==> src/sv/qsed_pkg.sv <==
// Shared types, character codes and helpers for the quoted-string escape decoder.
`default_nettype none

package qsed_pkg;

    // Character codes
    localparam logic [7:0] CH_N       = 8'h6E;
    localparam logic [7:0] CH_T       = 8'h74;
    localparam logic [7:0] CH_R       = 8'h72;
    localparam logic [7:0] CH_F       = 8'h66;
    localparam logic [7:0] CH_ZERO    = 8'h30;
    localparam logic [7:0] CH_SEVEN   = 8'h37;
    localparam logic [7:0] CH_QUOTE   = 8'h22;
    localparam logic [7:0] CH_BSLASH  = 8'h5C;
    localparam logic [7:0] CH_LF      = 8'h0A;
    localparam logic [7:0] CH_TAB     = 8'h09;
    localparam logic [7:0] CH_CR      = 8'h0D;
    localparam logic [7:0] CH_FF      = 8'h0C;

    localparam logic [1:0] OCT_MAX_DIGITS = 2'd3;
    // Result buffer depth and the widest push from one input beat
    localparam logic [1:0] OBUF_DEPTH     = 2'd2;

    typedef struct packed {
        logic [7:0] in_byte;
        logic       last_byte;
    } in_item_t;

    typedef struct packed {
        logic [7:0] out_byte;
        logic       byte_valid;
        logic       end_of_string;
        logic       last_of_run;
    } out_item_t;

    // Results handed from the decoder to the result buffer in one cycle
    typedef struct packed {
        logic [1:0] count;
        out_item_t  res0;
        out_item_t  res1;
    } dec_push_t;

    function automatic logic is_octal(input logic [7:0] b);
        return (b >= CH_ZERO) && (b <= CH_SEVEN);
    endfunction

    function automatic out_item_t mk_item(input logic [7:0] b, input logic v);
        out_item_t r;
        r.out_byte      = b;
        r.byte_valid    = v;
        r.end_of_string = 1'b0;
        r.last_of_run   = 1'b0;
        return r;
    endfunction

endpackage

`default_nettype wire

==> src/sv/quoted_string_escape_decoder_top.sv <==
// Top level of the quoted-string escape decoder: input register, decoder and result buffer.
//
// Input channel s_valid/s_ready/s_data carries one byte of a quoted string per
// beat, with last_byte set on the final byte. Result channel m_valid/m_ready/
// m_data carries decoded characters; last_of_run marks the final result of an
// input beat and end_of_string the final result of the string. A beat may make
// no result (quotes, the backslash, octal digits still building up) or two (a
// closing octal value followed by the byte that ended it).
// With the result buffer empty, a beat is held in the input register and its
// first result then in the result buffer, which drives m_data. Throughput: one
// beat per cycle while each beat makes at most one result and m_ready stays high.
// Room is checked against the buffer count before this cycle's pop, so while results
// stream a two-result beat waits for the buffer to empty and the next beat waits
// while the pair drains; from an empty buffer only the second wait remains.
// s_ready depends on registers only, so there is no combinational path from
// m_ready to s_ready. When the receiver stalls, the result buffer fills, the
// input register holds its beat and s_ready falls.
// Synchronous active-low reset empties both registers, drops any pending
// escape and returns the decoder to normal mode; the block is ready at once.
`default_nettype none

module quoted_string_escape_decoder_top
    import qsed_pkg::*;
(
    input  wire logic      aclk,
    input  wire logic      aresetn,
    input  wire logic      s_valid,
    output logic           s_ready,
    input  wire in_item_t  s_data,
    output logic           m_valid,
    input  wire logic      m_ready,
    output out_item_t      m_data
);

    logic       in_valid_reg, in_valid_next;
    in_item_t   in_item_reg;
    logic       dec_fire;
    logic [1:0] obuf_count;
    dec_push_t  push;
    logic       s_fire;

    assign s_ready = !in_valid_reg || dec_fire;
    assign s_fire  = s_valid && s_ready;

    always_comb begin
        in_valid_next = in_valid_reg;
        if (s_fire) begin
            in_valid_next = 1'b1;
        end else if (dec_fire) begin
            in_valid_next = 1'b0;
        end
    end

    always_ff @(posedge aclk) begin
        if (!aresetn) begin
            in_valid_reg <= 1'b0;
        end else begin
            in_valid_reg <= in_valid_next;
        end
    end

    always_ff @(posedge aclk) begin
        if (s_fire) begin
            in_item_reg <= s_data;
        end
    end

    qsed_decode u_decode (
        .aclk       (aclk),
        .aresetn    (aresetn),
        .item_valid (in_valid_reg),
        .item       (in_item_reg),
        .obuf_count (obuf_count),
        .fire       (dec_fire),
        .push       (push)
    );

    qsed_obuf u_obuf (
        .aclk    (aclk),
        .aresetn (aresetn),
        .push    (push),
        .count   (obuf_count),
        .m_valid (m_valid),
        .m_ready (m_ready),
        .m_data  (m_data)
    );

endmodule

`default_nettype wire

==> src/sv/qsed_decode.sv <==
// Escape decode logic and decoder state: turns one input beat into zero to two results.
`default_nettype none

module qsed_decode
    import qsed_pkg::*;
(
    input  wire logic      aclk,
    input  wire logic      aresetn,
    input  wire logic      item_valid,
    input  wire in_item_t  item,
    input  wire logic [1:0] obuf_count,
    output logic           fire,
    output dec_push_t      push
);

    typedef enum logic [1:0] {
        MODE_NORMAL = 2'd0,
        MODE_ESCAPE = 2'd1,
        MODE_OCTAL  = 2'd2
    } mode_t;

    mode_t      mode_reg, mode_next;
    logic [1:0] cnt_reg, cnt_next;
    logic [7:0] acc_reg, acc_next;

    logic       emit_a, emit_b, emit_c;
    logic [7:0] val_a, val_b, val_c;
    logic [1:0] n_res;
    out_item_t  res0, res1;

    always_comb begin
        logic       consumed;
        logic [7:0] b;
        logic [7:0] acc_sum;
        logic [1:0] cnt_inc;
        mode_t      mode_v;
        logic [1:0] cnt_v;
        logic [7:0] acc_v;

        b        = item.in_byte;
        mode_v   = mode_reg;
        cnt_v    = cnt_reg;
        acc_v    = acc_reg;
        consumed = 1'b0;
        emit_a   = 1'b0;
        emit_b   = 1'b0;
        emit_c   = 1'b0;
        val_a    = acc_reg;
        val_b    = b;
        acc_sum  = {acc_reg[4:0], 3'b000} + (b - CH_ZERO);
        cnt_inc  = cnt_reg + 2'd1;

        // Octal escape in progress: take a digit, or close it and fall through
        if (mode_reg == MODE_OCTAL) begin
            if (is_octal(b) && (cnt_reg < OCT_MAX_DIGITS)) begin
                consumed = 1'b1;
                if (cnt_inc >= OCT_MAX_DIGITS) begin
                    emit_a = (acc_sum != 8'd0);
                    val_a  = acc_sum;
                    mode_v = MODE_NORMAL;
                    cnt_v  = 2'd0;
                    acc_v  = 8'd0;
                end else begin
                    acc_v = acc_sum;
                    cnt_v = cnt_inc;
                end
            end else begin
                emit_a = (acc_reg != 8'd0);
                mode_v = MODE_NORMAL;
                cnt_v  = 2'd0;
                acc_v  = 8'd0;
            end
        end

        if (!consumed) begin
            if (mode_v == MODE_ESCAPE) begin
                mode_v = MODE_NORMAL;
                priority if (b == CH_N) begin
                    emit_b = 1'b1;
                    val_b  = CH_LF;
                end else if (b == CH_T) begin
                    emit_b = 1'b1;
                    val_b  = CH_TAB;
                end else if (b == CH_R) begin
                    emit_b = 1'b1;
                    val_b  = CH_CR;
                end else if (b == CH_F) begin
                    emit_b = 1'b1;
                    val_b  = CH_FF;
                end else if (is_octal(b)) begin
                    mode_v = MODE_OCTAL;
                    acc_v  = b - CH_ZERO;
                    cnt_v  = 2'd1;
                end else begin
                    emit_b = 1'b1;
                end
            end else begin
                mode_v = MODE_NORMAL;
                priority if (b == CH_QUOTE) begin
                    // drop
                end else if (b == CH_BSLASH) begin
                    mode_v = MODE_ESCAPE;
                end else begin
                    emit_b = 1'b1;
                end
            end
        end

        // Last beat flushes a pending octal value and returns to reset state
        val_c = acc_v;
        if (item.last_byte) begin
            emit_c = (mode_v == MODE_OCTAL) && (acc_v != 8'd0);
            mode_v = MODE_NORMAL;
            cnt_v  = 2'd0;
            acc_v  = 8'd0;
        end

        mode_next = mode_v;
        cnt_next  = cnt_v;
        acc_next  = acc_v;
    end

    // Order the results, give a last beat that makes none an empty result, and tag the final one
    always_comb begin
        res0  = mk_item(val_c, emit_c);
        res1  = mk_item(val_c, emit_c);
        n_res = {1'b0, emit_a} + {1'b0, emit_b} + {1'b0, emit_c};
        if (emit_a) begin
            res0 = mk_item(val_a, 1'b1);
            if (emit_b) begin
                res1 = mk_item(val_b, 1'b1);
            end
        end else if (emit_b) begin
            res0 = mk_item(val_b, 1'b1);
        end
        if ((n_res == 2'd0) && item.last_byte) begin
            res0  = mk_item(8'd0, 1'b0);
            n_res = 2'd1;
        end
        if (n_res == 2'd2) begin
            res1.last_of_run   = 1'b1;
            res1.end_of_string = item.last_byte;
        end else begin
            res0.last_of_run   = 1'b1;
            res0.end_of_string = item.last_byte;
        end
    end

    // Hold the beat until the result buffer can take every result it makes
    assign fire = item_valid && (({1'b0, obuf_count} + {1'b0, n_res}) <= {1'b0, OBUF_DEPTH});

    always_comb begin
        push.count = fire ? n_res : 2'd0;
        push.res0  = res0;
        push.res1  = res1;
    end

    always_ff @(posedge aclk) begin
        if (!aresetn) begin
            mode_reg <= MODE_NORMAL;
            cnt_reg  <= 2'd0;
            acc_reg  <= 8'd0;
        end else if (fire) begin
            mode_reg <= mode_next;
            cnt_reg  <= cnt_next;
            acc_reg  <= acc_next;
        end
    end

    a_last_resets: assert property (@(posedge aclk) disable iff (!aresetn)
        (fire && item.last_byte) |=> (mode_reg == MODE_NORMAL && cnt_reg == 2'd0
                                      && acc_reg == 8'd0))
        else $error("decoder state not cleared after last beat");

    a_octal_count: assert property (@(posedge aclk) disable iff (!aresetn)
        (mode_reg == MODE_OCTAL) |-> (cnt_reg == 2'd1 || cnt_reg == 2'd2))
        else $error("octal digit count out of range in octal mode");

endmodule

`default_nettype wire

==> src/sv/qsed_obuf.sv <==
// Two-entry result buffer that drives the result channel one beat per cycle while m_ready is high.
`default_nettype none

module qsed_obuf
    import qsed_pkg::*;
(
    input  wire logic      aclk,
    input  wire logic      aresetn,
    input  wire dec_push_t push,
    output logic [1:0]     count,
    output logic           m_valid,
    input  wire logic      m_ready,
    output out_item_t      m_data
);

    out_item_t  slot_reg [2];
    out_item_t  slot_next [2];
    logic [1:0] cnt_reg, cnt_next;
    logic       pop;

    assign pop = (cnt_reg != 2'd0) && m_ready;

    always_comb begin
        logic [1:0] cnt_v;
        slot_next[0] = slot_reg[0];
        slot_next[1] = slot_reg[1];
        cnt_v        = cnt_reg;
        // Advance the queue on a taken beat
        if (pop) begin
            slot_next[0] = slot_reg[1];
            cnt_v        = cnt_reg - 2'd1;
        end
        if (push.count != 2'd0) begin
            slot_next[cnt_v[0]] = push.res0;
        end
        if (push.count == 2'd2) begin
            slot_next[1] = push.res1;
        end
        cnt_next = cnt_v + push.count;
    end

    always_ff @(posedge aclk) begin
        if (!aresetn) begin
            cnt_reg <= 2'd0;
        end else begin
            cnt_reg <= cnt_next;
        end
    end

    always_ff @(posedge aclk) begin
        slot_reg[0] <= slot_next[0];
        slot_reg[1] <= slot_next[1];
    end

    assign count   = cnt_reg;
    assign m_valid = (cnt_reg != 2'd0);
    assign m_data  = slot_reg[0];

    a_no_overflow: assert property (@(posedge aclk) disable iff (!aresetn)
        ({1'b0, cnt_reg} + {1'b0, push.count}) <= {1'b0, OBUF_DEPTH})
        else $error("result buffer overflow");

    a_eos_closes_run: assert property (@(posedge aclk) disable iff (!aresetn)
        (m_valid && m_data.end_of_string) |-> m_data.last_of_run)
        else $error("end of string without end of run");

endmodule

`default_nettype wire
==> config.mk <==
export PLATFORM = sky130hd
export DESIGN_NAME = quoted_string_escape_decoder_top
export DESIGN_NICKNAME = d
export VERILOG_FILES = /design/src/sv/qsed_pkg.sv /design/src/sv/quoted_string_escape_decoder_top.sv /design/src/sv/qsed_decode.sv /design/src/sv/qsed_obuf.sv
export SDC_FILE = /design/constraint.sdc
export NUM_CORES = 1
export LEC_CHECK = 0
export ABC_CLOCK_PERIOD_IN_PS = 6950
export BUFFER_PORTS_ARGS = -buffer_cell sky130_fd_sc_hd__buf_2
export CORE_MARGIN = 1
export CORE_UTILIZATION = 45
export CTS_CLUSTER_DIAMETER = 150
export DETAILED_ROUTE_END_ITERATION = 12
export GPL_TIMING_DRIVEN = 0
export MAX_ROUTING_LAYER = met4
export PLACE_DENSITY = 0.61
export SETUP_SLACK_MARGIN = 0.5
export SYNTH_ARGS = -nofsm -noshare
export SYNTH_HDL_FRONTEND = slang
export SYNTH_HIERARCHICAL = 1
export SYNTH_SLANG_ARGS = --single-unit
==> constraint.sdc <==
create_clock -name aclk -period 6.95 [get_ports aclk]
set_clock_uncertainty 0.15 [all_clocks]
set_input_delay 0.3475 -clock aclk [delete_from_list [all_inputs] [get_ports aclk]]
set_output_delay 0.3475 -clock aclk [all_outputs]
set_load 0.005 [all_outputs]
==> metrics <==
outcome finished clean; max reg flops 22; leading cell type in the layout, fill and taps excluded buf_2; Seq/Total Area, Yosys 33.4%; clk_lat worst skew 0.31 ns; Final Hold Fails 0; WL/cell around 16 um; # IOs 26; layout cell share with drive strength beyond 1 31.0%; max incr delay on CP 0.51 ns; EDFF count, synth 20; CTS H-tree lvls 2; crit path capture type register; gr ovfl total 0; worst-case clock buffer depth 2; CP Cell Sequence inv_1 -> ha_1 -> inv_1 -> ha_1 -> a21o_1 -> a21oi_1 -> xnor2_1 -> o21ai_0 -> and4bb_4 -> nor2_1 -> fa_1 -> nor3b_1 -> or2_2 -> ha_1 -> ha_1 -> nand2_1 -> nand4b_1 -> clkbuf_2 -> inv_1 -> and2_1 -> nor2b_1 -> or2_2; Initial Utilization 46.5%; Crit path depth 22; Initial DRC Count roughly 150; # resized after CTS 0; Max Slew Vio Count 0; largest net degree at the start of global routing 15; CP most frequent cell ha_1; total power 0.898 mW; f_max 167 MHz; crit path max fanout 11; Slew headroom 48.6%; dpl ws 0.857 ns; Worst EP required 6.79 ns; TritonCTS clock tree done; final clock period utilization by the worst path 86.1%; synthesized area approximately 3400 um2; Final ANT Viol Nets 0; Top delay family on crit path simple AND/OR/NAND/NOR gates; Synth cell types 71; vias in the first global route 2,389; Final Routed Wirelength 7.51 mm; startpoint type of the worst setup path register; total global-route track usage 21.7%; Primary FF master, synth dfxtp_1; GP Congestion 0.923; Hold Crit Class in2reg; WS Path Type reg2reg; Final Util 51.5%; VDD IR-drop max 0.0904 mV; flops & latches, synth 46; Syn-to-layout area delta 10.6%; DR vias 2,575; Worst Path Arrival 5.82 ns; mean cell area of the mapped netlist 10.2 um2; Post-route DRC 0; Clock transition at path regs 0.09 ns; die footprint between 7000 and 8000 um2; met1 GRT Util 29.3%; commonest cells after routing, fill and taps aside buf_2 (28), dfxtp_1 (26), edfxtp_1 (20); CP max stage cell fa_1; grt peak-use layer met2; port bufs 25; CTS sink count 46; WP buf/inv 4; Nets 386; M3 GR Usage 3.82%; Die X 88.4 um; Final setup viols 0; dpl hpwl 5.68 mm; Post-CTS Setup Inserts 0; Die H around 90 um; leakage 1.50 nW; root buffer selected by CTS clkbuf_8; met2 usage 32.4%; CTS Buf Count 5; Final WS setup about 0.97 ns; first-pass GRT wire length roughly 12 mm; core area 7210 um2; yosys warns 6; Fin Setup TNS 0 ns; power per cell area 242 nW/um2; syn nets 354; cell row count 31; initial antenna violation count 0; Post-Synthesis Cells between 300 and 400; First-pass DRT Iterations 4; unrepaired setup endpoints after global routing no; number of fill cells 682; diode count 0; Slew @ Worst Pin about 0.77 ns; R2R depth 22; vias per cell 5.60; Hold Buf Count CTS 0; worst hold path depth 1; max_cap viols 0; min cycle time layout ~6 ns; Async SR Flop Fraction 0%
==> worst paths after layout <==
| check | from | to | slack (ns) |
|---|---|---|---|
| worst min register to register | in_valid_reg | in_valid_reg | 0.37 |
| worst min-delay path | s_data[1] | in_item_reg[1] | 0.06 |
| worst max register to register | in_item_reg[5] | u_obuf/slot_reg[0][15] | 0.97 |
| worst max-delay path | in_item_reg[5] | u_obuf/slot_reg[0][15] | 0.97 |
==> power by group <==
group	switching [mW]	internal, mW
Clock	0.0959	0.0933
Combinational	0.128	0.212
Sequential	0.0254	0.343
==> final cells by class <==
cell class	count	area (um2)	area share, %
clock buffers	7	97.6	2.63
flip-flops and latches	46	1120	30.2
clock inverters	1	6.26	0.168
repair buffers	25	125	3.37
multi-input cells	235	1910	51.3
inverters	16	60.1	1.62
well taps	99	124	3.34
plain buffers	31	273	7.35
==> per-layer routing <==
layer	wire (um)	share of wire, %	up-vias
met4	133	1.8	0
met2	3480	46	83
met1	3530	47	1224
met5	0	0	-
li1	-	-	1257
met3	366	4.9	11
==> cell families (layout without fill, tap and decap cells) <==
family	count (synthesis)	after routing	synth area share [%]
and+or+nand+nor	99	99	19.4
buffers and inverters	47	80	9.84
adders and majority gates	13	13	5.29
AOI/OAI and AO/OA	79	79	17.1
DFF	46	46	33.4
muxes	33	33	11.9
xor gates and xnor gates	11	11	3.09
==> worst register-to-register path, cell delays in order, from the launching register on <==
cell      delay, ns
edfxtp_1       0.50
inv_1          0.16
ha_1           0.37
inv_1          0.06
ha_1           0.31
a21o_1         0.19
a21oi_1        0.20
xnor2_1        0.20
o21ai_0        0.26
and4bb_4       0.39
nor2_1         0.06
fa_1           0.51
nor3b_1        0.07
or2_2          0.29
ha_1           0.19
ha_1           0.27
nand2_1        0.06
nand4b_1       0.29
clkbuf_2       0.31
inv_1          0.13
and2_1         0.19
nor2b_1        0.21
or2_2          0.31
==> cell usage after synthesis (6+ instances only) <==
library cell	instances	share of area [%]
inv_1	15	1.7
nor3_1	11	1.6
buf_4	12	2.7
nor2b_1	13	2.4
nand2_1	13	1.5
edfxtp_1	20	18
xnor2_1	7	1.8
buf_6	6	2.0
a22oi_1	9	2.0
a22o_1	11	2.9
ha_1	11	4.1
clkbuf_1	6	0.67
mux2i_1	8	2.4
mux2_2	15	5.0
dfxtp_1	26	15
a21oi_1	16	2.4
mux2_4	10	4.5
nor2_1	17	1.9
o21ai_0	9	1.3
==> metrics by stage <==
| stage | instances | hold slack (ns) | cell area [um2] |
|---|---|---|---|
| floorplan | 328 | 0.296 | 3360 |
| global placement | 452 | 0.350 | 3610 |
| detailed placement | 452 | 0.359 | 3610 |
| CTS | 460 | 0.0517 | 3710 |
| global route | 460 | 0.0455 | 3710 |
| finish | 460 | 0.0620 | 3710 |
Note: power is estimated with default switching activity, not from simulation.
